**config.mk**
```make
export PLATFORM = sky130hd
export DESIGN_NAME = yaw_rate_pid_servo_flat
export DESIGN_NICKNAME = d
export VERILOG_FILES = /design/src/rtl/yrp_pkg.sv /design/src/rtl/yrp_if.sv /design/src/rtl/yaw_rate_pid_servo.sv /design/src/rtl/yrp_front.sv /design/src/rtl/yrp_gain.sv /design/src/rtl/yrp_back.sv /design/src/flat_wrapper.sv
export SDC_FILE = /design/constraint.sdc
export NUM_CORES = 2
export LEC_CHECK = 0
export BUFFER_PORTS_ARGS = -buffer_cell sky130_fd_sc_hd__buf_2
export CELL_PAD_IN_SITES_DETAIL_PLACEMENT = 0
export CELL_PAD_IN_SITES_GLOBAL_PLACEMENT = 2
export CORE_ASPECT_RATIO = 0.5
export CORE_UTILIZATION = 46
export CTS_CLUSTER_DIAMETER = 150
export DETAILED_ROUTE_END_ITERATION = 10
export GPL_TIMING_DRIVEN = 0
export PLACE_DENSITY = 0.95
export SLEW_MARGIN = 20
export SYNTH_ARGS = -nofsm -noshare
export SYNTH_HDL_FRONTEND = slang
export SYNTH_SLANG_ARGS = --single-unit
```
**constraint.sdc**
```tcl
create_clock -name clk -period 39.2 [get_ports clk]
set_input_delay 7.84 -clock clk [delete_from_list [all_inputs] [get_ports clk]]
set_output_delay 7.84 -clock clk [all_outputs]
set_load 0.03 [all_outputs]
```
**src/rtl/yrp_pkg.sv**
```systemverilog
// Shared widths, register codes, reset values and stage types for the yaw-rate PID servo.
package yrp_pkg;

  localparam int HEADING_W  = 13;
  localparam int THROTTLE_W = 12;
  localparam int TIME_W     = 32;
  localparam int SERVO_W    = 12;
  localparam int CFG_W      = 18;
  localparam int CFG_IDX_W  = 3;

  localparam int FOLD_W     = 15;
  localparam int CHANGE_W   = 14;
  localparam int DCHANGE_W  = 15;
  localparam int P_W        = 33;
  localparam int IPROD_W    = 31;
  localparam int D_W        = 34;
  localparam int INTEG_W    = 32;
  localparam int SUM_W      = 36;
  localparam int SUMC_W     = 28;
  localparam int ROUND_W    = 29;
  localparam int CORR_W     = 13;
  localparam int SERVO_EXT_W = 14;

  localparam logic [FOLD_W-1:0]  FULL_TURN  = 15'd5760;
  localparam logic [SERVO_W-1:0] SERVO_MAX  = 12'd4095;
  localparam logic signed [ROUND_W-1:0] ROUND_HALF = 29'sd32768;
  localparam logic signed [INTEG_W-1:0] INTEG_MAX  = 32'sh7FFF_FFFF;
  localparam logic signed [INTEG_W-1:0] INTEG_MIN  = 32'sh8000_0000;

  typedef enum logic [CFG_IDX_W-1:0] {
    REG_PERIOD = 3'd0,
    REG_PROP   = 3'd1,
    REG_INTEG  = 3'd2,
    REG_DERIV  = 3'd3,
    REG_WINDOW = 3'd4,
    REG_LIMIT  = 3'd5,
    REG_WRAP   = 3'd6
  } cfg_idx_t;

  typedef struct packed {
    logic [9:0]  period_ms;
    logic [17:0] prop_gain;
    logic [15:0] integ_gain;
    logic [17:0] deriv_gain;
    logic [9:0]  integ_window;
    logic [10:0] output_limit;
    logic [11:0] wrap_threshold;
  } yrp_cfg_t;

  localparam yrp_cfg_t CFG_RESET = '{
    period_ms:      10'd40,
    prop_gain:      18'd22938,
    integ_gain:     16'd33,
    deriv_gain:     18'd3277,
    integ_window:   10'd16,
    output_limit:   11'd80,
    wrap_threshold: 12'd960
  };

  typedef struct packed {
    logic                  valid;
    logic                  upd;
    logic [THROTTLE_W-1:0] throttle;
  } yrp_ctl_t;

endpackage

```
**src/rtl/yrp_if.sv**
```systemverilog
// Valid/ready channel interfaces for heading samples and servo results.
interface yrp_in_if import yrp_pkg::*; ();
  logic                  valid;
  logic                  ready;
  logic [HEADING_W-1:0]  heading;
  logic [THROTTLE_W-1:0] base_throttle;
  logic [TIME_W-1:0]     now_ms;

  modport source (output valid, heading, base_throttle, now_ms, input ready);
  modport sink   (input valid, heading, base_throttle, now_ms, output ready);
endinterface

interface yrp_out_if import yrp_pkg::*; ();
  logic               valid;
  logic               ready;
  logic [SERVO_W-1:0] servo_out;
  logic               updated;

  modport source (output valid, servo_out, updated, input ready);
  modport sink   (input valid, servo_out, updated, output ready);
endinterface

```
**src/rtl/yaw_rate_pid_servo.sv**
```systemverilog
// Top level of the yaw-rate PID servo: configuration registers and pipeline.
//
//   channel   dir  handshake      payload
//   sample    in   valid/ready    heading, base_throttle, now_ms
//   result    out  valid/ready    servo_out, updated
//   cfg       in   cfg_we         cfg_index, cfg_data
//
// One item per cycle while no stall is held; a result passes through the six
// register ranks from input register to result register.
// Synchronous reset clears valid bits, history, accumulator; loads CFG_RESET.
// A waiting result with ready low holds every stage and drops sample.ready.
module yaw_rate_pid_servo import yrp_pkg::*; (
  input  logic                 clk,
  input  logic                 rst,
  yrp_in_if.sink               sample,
  yrp_out_if.source            result,
  input  logic                 cfg_we,
  input  logic [CFG_IDX_W-1:0] cfg_index,
  input  logic [CFG_W-1:0]     cfg_data
);

  yrp_cfg_t cfg;
  logic     en;

  yrp_ctl_t                  ctl2, ctl4;
  logic [CHANGE_W-1:0]       change, prev_change;
  logic signed [P_W-1:0]     p_term;
  logic signed [D_W-1:0]     d_term;
  logic signed [INTEG_W-1:0] i_term;

  assign en           = !result.valid || result.ready;
  assign sample.ready = en;

  always_ff @(posedge clk) begin
    if (rst) begin
      cfg <= CFG_RESET;
    end else if (cfg_we) begin
      case (cfg_idx_t'(cfg_index))
        REG_PERIOD: cfg.period_ms      <= cfg_data[9:0];
        REG_PROP:   cfg.prop_gain      <= cfg_data[17:0];
        REG_INTEG:  cfg.integ_gain     <= cfg_data[15:0];
        REG_DERIV:  cfg.deriv_gain     <= cfg_data[17:0];
        REG_WINDOW: cfg.integ_window   <= cfg_data[9:0];
        REG_LIMIT:  cfg.output_limit   <= cfg_data[10:0];
        REG_WRAP:   cfg.wrap_threshold <= cfg_data[11:0];
        default: ;
      endcase
    end
  end

  yrp_front u_front (
    .clk           (clk),
    .rst           (rst),
    .en            (en),
    .cfg           (cfg),
    .take          (sample.valid),
    .heading       (sample.heading),
    .base_throttle (sample.base_throttle),
    .now_ms        (sample.now_ms),
    .ctl           (ctl2),
    .change        (change),
    .prev_change   (prev_change)
  );

  yrp_gain u_gain (
    .clk         (clk),
    .rst         (rst),
    .en          (en),
    .cfg         (cfg),
    .ctl_in      (ctl2),
    .change      (change),
    .prev_change (prev_change),
    .ctl_out     (ctl4),
    .p_term      (p_term),
    .d_term      (d_term),
    .i_term      (i_term)
  );

  yrp_back u_back (
    .clk       (clk),
    .rst       (rst),
    .en        (en),
    .cfg       (cfg),
    .ctl_in    (ctl4),
    .p_term    (p_term),
    .d_term    (d_term),
    .i_term    (i_term),
    .out_valid (result.valid),
    .servo_out (result.servo_out),
    .updated   (result.updated)
  );

endmodule

```
**src/rtl/yrp_front.sv**
```systemverilog
// Input register, heading change with wrap folding, update timer and history state.
module yrp_front import yrp_pkg::*; (
  input  logic                  clk,
  input  logic                  rst,
  input  logic                  en,
  input  yrp_cfg_t              cfg,
  input  logic                  take,
  input  logic [HEADING_W-1:0]  heading,
  input  logic [THROTTLE_W-1:0] base_throttle,
  input  logic [TIME_W-1:0]     now_ms,
  output yrp_ctl_t              ctl,
  output logic [CHANGE_W-1:0]   change,
  output logic [CHANGE_W-1:0]   prev_change
);

  logic                  s1_valid;
  logic [HEADING_W-1:0]  s1_heading;
  logic [THROTTLE_W-1:0] s1_throttle;
  logic [TIME_W-1:0]     s1_now;

  logic [HEADING_W-1:0]  last_heading;
  logic [CHANGE_W-1:0]   last_change;
  logic [TIME_W-1:0]     last_update_ms;

  logic signed [FOLD_W-1:0] diff, fold1, fold2, thr_s;
  logic [CHANGE_W-1:0]      change_c;
  logic [TIME_W-1:0]        elapsed;
  logic                     upd_c;

  always_comb begin
    thr_s    = $signed({3'b000, cfg.wrap_threshold});
    diff     = $signed({2'b00, s1_heading}) - $signed({2'b00, last_heading});
    fold1    = (diff < -thr_s) ? diff + $signed(FULL_TURN) : diff;
    fold2    = (fold1 > thr_s) ? fold1 - $signed(FULL_TURN) : fold1;
    change_c = fold2[CHANGE_W-1:0];
    elapsed  = s1_now - last_update_ms;
    upd_c    = elapsed > {{(TIME_W-10){1'b0}}, cfg.period_ms};
  end

  always_ff @(posedge clk) begin
    if (rst) begin
      s1_valid       <= 1'b0;
      ctl.valid      <= 1'b0;
      ctl.upd        <= 1'b0;
      last_heading   <= '0;
      last_change    <= '0;
      last_update_ms <= '0;
    end else if (en) begin
      s1_valid  <= take;
      ctl.valid <= s1_valid;
      ctl.upd   <= upd_c;
      if (s1_valid) begin
        last_heading <= s1_heading;
        last_change  <= change_c;
        if (upd_c) begin
          last_update_ms <= s1_now;
        end
      end
    end
  end

  always_ff @(posedge clk) begin
    if (en) begin
      s1_heading   <= heading;
      s1_throttle  <= base_throttle;
      s1_now       <= now_ms;
      ctl.throttle <= s1_throttle;
      change       <= change_c;
      prev_change  <= last_change;
    end
  end

endmodule

```
**src/rtl/yrp_gain.sv**
```systemverilog
// Gain products and the conditionally integrating accumulator.
module yrp_gain import yrp_pkg::*; (
  input  logic                       clk,
  input  logic                       rst,
  input  logic                       en,
  input  yrp_cfg_t                   cfg,
  input  yrp_ctl_t                   ctl_in,
  input  logic [CHANGE_W-1:0]        change,
  input  logic [CHANGE_W-1:0]        prev_change,
  output yrp_ctl_t                   ctl_out,
  output logic signed [P_W-1:0]      p_term,
  output logic signed [D_W-1:0]      d_term,
  output logic signed [INTEG_W-1:0]  i_term
);

  yrp_ctl_t                   s3_ctl;
  logic signed [P_W-1:0]      s3_p;
  logic signed [IPROD_W-1:0]  s3_ip;
  logic signed [DCHANGE_W-1:0] s3_dchange;
  logic                       s3_inwin;
  logic signed [INTEG_W-1:0]  integral_acc;

  logic signed [CHANGE_W-1:0]  ch_s;
  logic signed [DCHANGE_W-1:0] ch_w, win_s, dchange_c;
  logic signed [P_W-1:0]       p_c;
  logic signed [IPROD_W-1:0]   ip_c;
  logic                        inwin_c;
  logic signed [D_W-1:0]       d_c;
  logic signed [INTEG_W:0]     isum;
  logic signed [INTEG_W-1:0]   isat;
  logic                        integ_en;

  always_comb begin
    ch_s      = $signed(change);
    ch_w      = DCHANGE_W'(ch_s);
    win_s     = $signed({5'b00000, cfg.integ_window});
    dchange_c = ch_w - DCHANGE_W'($signed(prev_change));
    inwin_c   = (ch_w > -win_s) && (ch_w < win_s);
    p_c       = P_W'($signed({1'b0, cfg.prop_gain})) * P_W'(ch_s);
    ip_c      = IPROD_W'($signed({1'b0, cfg.integ_gain})) * IPROD_W'(ch_s);
  end

  always_comb begin
    d_c  = D_W'($signed({1'b0, cfg.deriv_gain})) * D_W'(s3_dchange);
    isum = (INTEG_W+1)'(integral_acc) + (INTEG_W+1)'(s3_ip);
    if (isum > (INTEG_W+1)'(INTEG_MAX)) begin
      isat = INTEG_MAX;
    end else if (isum < (INTEG_W+1)'(INTEG_MIN)) begin
      isat = INTEG_MIN;
    end else begin
      isat = isum[INTEG_W-1:0];
    end
    integ_en = s3_ctl.upd && s3_inwin;
  end

  always_ff @(posedge clk) begin
    if (rst) begin
      s3_ctl.valid  <= 1'b0;
      s3_ctl.upd    <= 1'b0;
      ctl_out.valid <= 1'b0;
      ctl_out.upd   <= 1'b0;
      integral_acc  <= '0;
    end else if (en) begin
      s3_ctl.valid  <= ctl_in.valid;
      s3_ctl.upd    <= ctl_in.upd;
      ctl_out.valid <= s3_ctl.valid;
      ctl_out.upd   <= s3_ctl.upd;
      if (s3_ctl.valid && integ_en) begin
        integral_acc <= isat;
      end
    end
  end

  always_ff @(posedge clk) begin
    if (en) begin
      s3_ctl.throttle  <= ctl_in.throttle;
      s3_p             <= p_c;
      s3_ip            <= ip_c;
      s3_dchange       <= dchange_c;
      s3_inwin         <= inwin_c;
      ctl_out.throttle <= s3_ctl.throttle;
      p_term           <= s3_p;
      d_term           <= d_c;
      i_term           <= integ_en ? isat : integral_acc;
    end
  end

endmodule

```
**src/rtl/yrp_back.sv**
```systemverilog
// Correction sum and clamp, rounding, servo saturation, held value and result register.
module yrp_back import yrp_pkg::*; (
  input  logic                       clk,
  input  logic                       rst,
  input  logic                       en,
  input  yrp_cfg_t                   cfg,
  input  yrp_ctl_t                   ctl_in,
  input  logic signed [P_W-1:0]      p_term,
  input  logic signed [D_W-1:0]      d_term,
  input  logic signed [INTEG_W-1:0]  i_term,
  output logic                       out_valid,
  output logic [SERVO_W-1:0]         servo_out,
  output logic                       updated
);

  yrp_ctl_t                  s5_ctl;
  logic signed [SUMC_W-1:0]  s5_sumc;
  logic [SERVO_W-1:0]        held_servo;

  logic signed [SUM_W-1:0]       sum, lim;
  logic signed [SUMC_W-1:0]      sumc_c;
  logic signed [ROUND_W-1:0]     rounded;
  logic signed [CORR_W-1:0]      corr;
  logic signed [SERVO_EXT_W-1:0] servo_raw;
  logic [SERVO_W-1:0]            servo_sat;

  always_comb begin
    sum = SUM_W'(p_term) + SUM_W'(d_term) + SUM_W'(i_term);
    lim = $signed({9'd0, cfg.output_limit, 16'd0});
    if (sum > lim) begin
      sumc_c = lim[SUMC_W-1:0];
    end else if (sum < -lim) begin
      sumc_c = SUMC_W'(-lim);
    end else begin
      sumc_c = sum[SUMC_W-1:0];
    end
  end

  always_comb begin
    rounded   = ROUND_W'(s5_sumc) + ROUND_HALF;
    corr      = rounded[ROUND_W-1:16];
    servo_raw = $signed({2'b00, s5_ctl.throttle}) + SERVO_EXT_W'(corr);
    if (servo_raw < 0) begin
      servo_sat = '0;
    end else if (servo_raw > $signed({2'b00, SERVO_MAX})) begin
      servo_sat = SERVO_MAX;
    end else begin
      servo_sat = servo_raw[SERVO_W-1:0];
    end
  end

  always_ff @(posedge clk) begin
    if (rst) begin
      s5_ctl.valid <= 1'b0;
      s5_ctl.upd   <= 1'b0;
      out_valid    <= 1'b0;
      held_servo   <= '0;
    end else if (en) begin
      s5_ctl.valid <= ctl_in.valid;
      s5_ctl.upd   <= ctl_in.upd;
      out_valid    <= s5_ctl.valid;
      if (s5_ctl.valid && s5_ctl.upd) begin
        held_servo <= servo_sat;
      end
    end
  end

  always_ff @(posedge clk) begin
    if (en) begin
      s5_ctl.throttle <= ctl_in.throttle;
      s5_sumc         <= sumc_c;
      servo_out       <= s5_ctl.upd ? servo_sat : held_servo;
      updated         <= s5_ctl.upd;
    end
  end

endmodule

```
**src/flat_wrapper.sv**
```systemverilog
// flat-port wrapper written by rule: the top's interface ports become plain ports
module yaw_rate_pid_servo_flat import yrp_pkg::*;
  (clk, rst, cfg_we, cfg_index, cfg_data, sample_valid, sample_heading, sample_base_throttle, sample_now_ms, sample_ready, result_valid, result_servo_out, result_updated, result_ready);
  yrp_in_if sample_i ();
  yrp_out_if result_i ();
  input  logic clk;
  input  logic rst;
  input  logic cfg_we;
  input  logic [CFG_IDX_W-1:0] cfg_index;
  input  logic [CFG_W-1:0] cfg_data;
  input wire logic [$bits(sample_i.valid)-1:0] sample_valid;
  input wire logic [$bits(sample_i.heading)-1:0] sample_heading;
  input wire logic [$bits(sample_i.base_throttle)-1:0] sample_base_throttle;
  input wire logic [$bits(sample_i.now_ms)-1:0] sample_now_ms;
  output wire logic [$bits(sample_i.ready)-1:0] sample_ready;
  output wire logic [$bits(result_i.valid)-1:0] result_valid;
  output wire logic [$bits(result_i.servo_out)-1:0] result_servo_out;
  output wire logic [$bits(result_i.updated)-1:0] result_updated;
  input wire logic [$bits(result_i.ready)-1:0] result_ready;
  assign sample_i.valid = sample_valid;
  assign sample_i.heading = sample_heading;
  assign sample_i.base_throttle = sample_base_throttle;
  assign sample_i.now_ms = sample_now_ms;
  assign sample_ready = sample_i.ready;
  assign result_valid = result_i.valid;
  assign result_servo_out = result_i.servo_out;
  assign result_updated = result_i.updated;
  assign result_i.ready = result_ready;
  yaw_rate_pid_servo u_core (.clk(clk), .rst(rst), .sample(sample_i), .result(result_i), .cfg_we(cfg_we), .cfg_index(cfg_index), .cfg_data(cfg_data));
endmodule
```
==> tab_implementation.tex <==
\begin{tabular}{lr}
\hline
Metric & Value \\
\hline
\multicolumn{2}{l}{\textbf{Outcome}} \\
Status & finished with violations \\
Violated checks & DRC \\
\multicolumn{2}{l}{\textbf{Hold path}} \\
Path type of the worst min-delay path & reg -> reg \\
Hold Path Cell Cnt & 0 \\
Hold wc startpoint & u\_core.u\_gain.s3\_p[23] \\
Hold worst-path end & u\_core.u\_gain.p\_term[23] \\
\multicolumn{2}{l}{\textbf{Routing}} \\
Routed length per placed instance & 21.4 um \\
Antenna-violating nets left & 0 \\
Number of vias after detailed routing & 41754 \\
Router iterations before antenna repair & 11 \\
Via density per instance & 5.45 \\
DRC Markers & 4 \\
Aggregate routed wire length & 164000 um \\
DRT iter0 DRCs & 3376 \\
\multicolumn{2}{l}{\textbf{STA}} \\
Final Max Tran Viols & 0 \\
Relative slew slack & 21.7\% \\
Setup repair after global routing missed its margin & false \\
Fin Hold WS & 388 ps \\
Final number of hold-violating endpoints & 0 \\
Minimum clock period & 17310 ps \\
Highest clock rate & 57.8 MHz \\
Slew at the pin closest to its max-slew limit & 1180 ps \\
Tcrit/Tclk final & 44.2\% \\
Final worst clock skew & 60.7 ps \\
Setup tns final & 0 ps \\
Final Setup Violations & 0 \\
\multicolumn{2}{l}{\textbf{CTS}} \\
Total setup buffers inserted after CTS & 0 \\
Sink count of the clock tree & 546 \\
Clock network latency to the later pin of the worst-skew pair & 700 ps \\
CTS H-tree depth & 2 \\
Number of gates given a new drive strength after cts & 0 \\
Hold buffer count at cts & 0 \\
Clock tree from TritonCTS & done \\
Cell at the root of the clock tree & sky130\_fd\_sc\_hd\_\_clkbuf\_16 \\
Buffer levels on the longest clock path & 3 \\
Clock-pin slew of the registers on the worst-case setup and hold paths & 70 ps \\
Clock buffers created by TritonCTS & 54 \\
\multicolumn{2}{l}{\textbf{Run}} \\
Max-cap violation count & 0 \\
\multicolumn{2}{l}{\textbf{Layout}} \\
Most common cell after layout, fill and taps aside & sky130\_fd\_sc\_hd\_\_inv\_1 \\
Nets & 7283 \\
Commonest cells after routing, fill and taps aside & sky130\_fd\_sc\_hd\_\_inv\_1 (892), sky130\_fd\_sc\_hd\_\_nand2\_1 (761), sky130\_fd\_sc\_hd\_\_fa\_1 (603) \\
Fraction of final layout cells with drive strength greater than 1 & 4.30\% \\
Layout filler cell count & 11108 \\
Area growth, synth to finish & 8.42\% \\
\multicolumn{2}{l}{\textbf{Place}} \\
Count of input and output buffers & 95 \\
RD Place Congestion & 0.978 \\
HPWL reported at the end of detailed placement & 132000 um \\
\multicolumn{2}{l}{\textbf{Synth}} \\
Synthesized netlist net count & 7125 \\
Distinct cells, synth & 94 \\
FFs w/ async S/R, synth & 0\% \\
Number of warnings issued by yosys & 0 \\
Most used DFF post-synth & sky130\_fd\_sc\_hd\_\_edfxtp\_1 \\
Mapped cell area & 54800 um2 \\
Number of instances in the synthesized netlist & 5863 \\
Number of enable flip-flop cells after synthesis & 338 \\
Share of the synthesized area in the top cell type & 22.0\% \\
Leading cell types by total area after synthesis & sky130\_fd\_sc\_hd\_\_fa\_1 (22\%), sky130\_fd\_sc\_hd\_\_edfxtp\_1 (19\%), sky130\_fd\_sc\_hd\_\_ha\_1 (13\%) \\
Count of state elements after synthesis & 546 \\
Syn avg cell area & 9.35 um2 \\
Yosys top cell by area & sky130\_fd\_sc\_hd\_\_fa\_1 \\
Sequential-to-total area share from yosys stat & 26.1\% \\
\multicolumn{2}{l}{\textbf{Floorplan}} \\
Die X & 490 um \\
Core Box Area & 118000 um2 \\
IO Count & 98 \\
Chip Height & 246 um \\
Area of the die & 121000 um2 \\
Total number of placement rows & 89 \\
Initial standard-cell utilization of the core & 46.4\% \\
\multicolumn{2}{l}{\textbf{Global routing}} \\
Global-route congestion overflow total & 0 \\
Number of antenna violations at the first check in global routing & 6 \\
Via count of the first global-routing pass & 41014 \\
Maximum number of pins on one net before global-route repair & 62 \\
Global-route wire length before repair & 248000 um \\
GRT Overall Usage & 27.1\% \\
\multicolumn{2}{l}{\textbf{Critical path}} \\
Critical path class & in -> out \\
Reg-to-reg critical path startpoint & u\_core.u\_front.change[7] \\
Depth of the most critical reg-to-reg path & 23 \\
Endpoint kind of the worst setup timing path & output port \\
Crit path DAT & 9470 ps \\
Terminus of the critical flop-to-flop path & u\_core.u\_gain.s3\_ip[29] \\
Setup slack on the worst flop-to-flop path & 30190 ps \\
Worst endpoint required time & 31360 ps \\
Critical path launch point type & primary input \\
Worst-path maximum fanout & 53 \\
\hline
\end{tabular}
[worst max-delay path: stages]
cell and delay, ps:
sky130_fd_sc_hd__buf_2 80, sky130_fd_sc_hd__nor2b_1 60, sky130_fd_sc_hd__inv_1 300, sky130_fd_sc_hd__clkbuf_4 550, sky130_fd_sc_hd__buf_16 310, sky130_fd_sc_hd__buf_2 260
[routing by layer]
layer	vias to the layer above	track usage, %	routed length (um)	share of wire (%)
met5	-	0	0	0
met4	0	6.59	4240	2.6
met3	197	3.63	11400	6.9
met2	1223	41.8	70900	43
met1	20815	40.3	77300	47
li1	19519	-	-	-
[registers in the layout (all words and copies together), names as in the netlist, 14 cells and up]
signal,count
u_core.u_gain.s3_ctl,14
u_core.u_front.last_change,14
u_core.u_front.change,14
u_core.u_gain.i_term,32
u_core.u_gain.s3_p,33
u_core.u_back.s5_ctl,14
u_core.u_gain.integral_acc,32
u_core.u_front.ctl,14
u_core.u_front.last_update_ms,32
u_core.u_front.s1_now,32
u_core.cfg,95
u_core.u_gain.p_term,33
u_core.u_gain.ctl_out,14
u_core.u_gain.s3_ip,31
u_core.u_gain.d_term,34
u_core.u_gain.s3_dchange,15
u_core.u_front.prev_change,14
[cell families after synthesis]
| kind of cell | count (synthesis) | share of synthesized area (%) |
|---|---|---|
| adder cells (fa/ha/maj) | 1181 | 35.2 |
| AND/OR/NAND/NOR | 1837 | 16.2 |
| XOR/XNOR | 198 | 3.16 |
| AO/OA/AOI/OAI | 955 | 11.0 |
| flip-flops | 546 | 26.1 |
| buffers and inverters | 1115 | 7.73 |
| multiplexers | 31 | 0.582 |
[through the flow]
step	cells	utilization, %	setup WS [ps]	area, um2
final	7661	50.3	21890	59400
after detailed placement	7557	48.7	21910	57500
after CTS	7659	50.3	21910	59400
after global routing	7660	50.3	21840	59400
after floorplan	5863	-	13840	54800
after global placement	7550	48.5	8730	57300
[synthesized netlist by cell type, drive strengths merged (8+ instances only)]
| master | count |
|---|---|
| xnor2 | 153 |
| buf | 18 |
| fa | 603 |
| a31o | 9 |
| dfxtp | 208 |
| a2111oi | 11 |
| o21bai | 29 |
| clkbuf | 203 |
| o31a | 10 |
| nor2b | 39 |
| a21oi | 324 |
| o31ai | 21 |
| mux2i | 24 |
| or3 | 16 |
| a211o | 13 |
| ha | 576 |
| nor3 | 56 |
| a21boi | 16 |
| nor3b | 8 |
| nor4 | 16 |
| o21a | 55 |
| edfxtp | 338 |
| nand2b | 57 |
| or2 | 12 |
| and2 | 380 |
| o21ai | 226 |
| nor2 | 289 |
| a31oi | 16 |
| and3 | 20 |
| inv | 892 |
| xor2 | 45 |
| a21o | 100 |
| or4 | 8 |
| nand2 | 761 |
| nand3 | 66 |
| a211oi | 26 |
| nand4 | 36 |
| nand3b | 58 |
| o2111ai | 9 |
| o211ai | 24 |
[how the worst max path moves through the flow]
| stage | from | cells past startpoint | slack, ps | end |
|---|---|---|---|---|
| 2_1_floorplan | result_ready | 3 | 13840 | sample_ready |
| 3_3_place_gp | result_ready | 5 | 8730 | sample_ready |
| 3_5_place_dp | result_ready | 6 | 21910 | sample_ready |
| 4_1_cts | result_ready | 6 | 21910 | sample_ready |
| 5_1_grt | result_ready | 6 | 21840 | sample_ready |
| 6_report | result_ready | 6 | 21890 | sample_ready |
[layout make-up]
class / count / area [um2] / share of cell area, %
multi-input cells: 4202 / 36300 / 61.0
flip-flops and latches: 546 / 14300 / 24.1
inverters: 894 / 3360 / 5.65
well taps: 1592 / 1990 / 3.35
clock buffers: 66 / 1460 / 2.45
plain buffers: 221 / 886 / 1.49
repair buffers: 102 / 652 / 1.10
clock inverters: 36 / 503 / 0.846
diodes: 2 / 5.00 / 0.00842
Power is not shown: default switching activity piles up to over one toggle a cycle in this logic, so the estimate is an artifact.
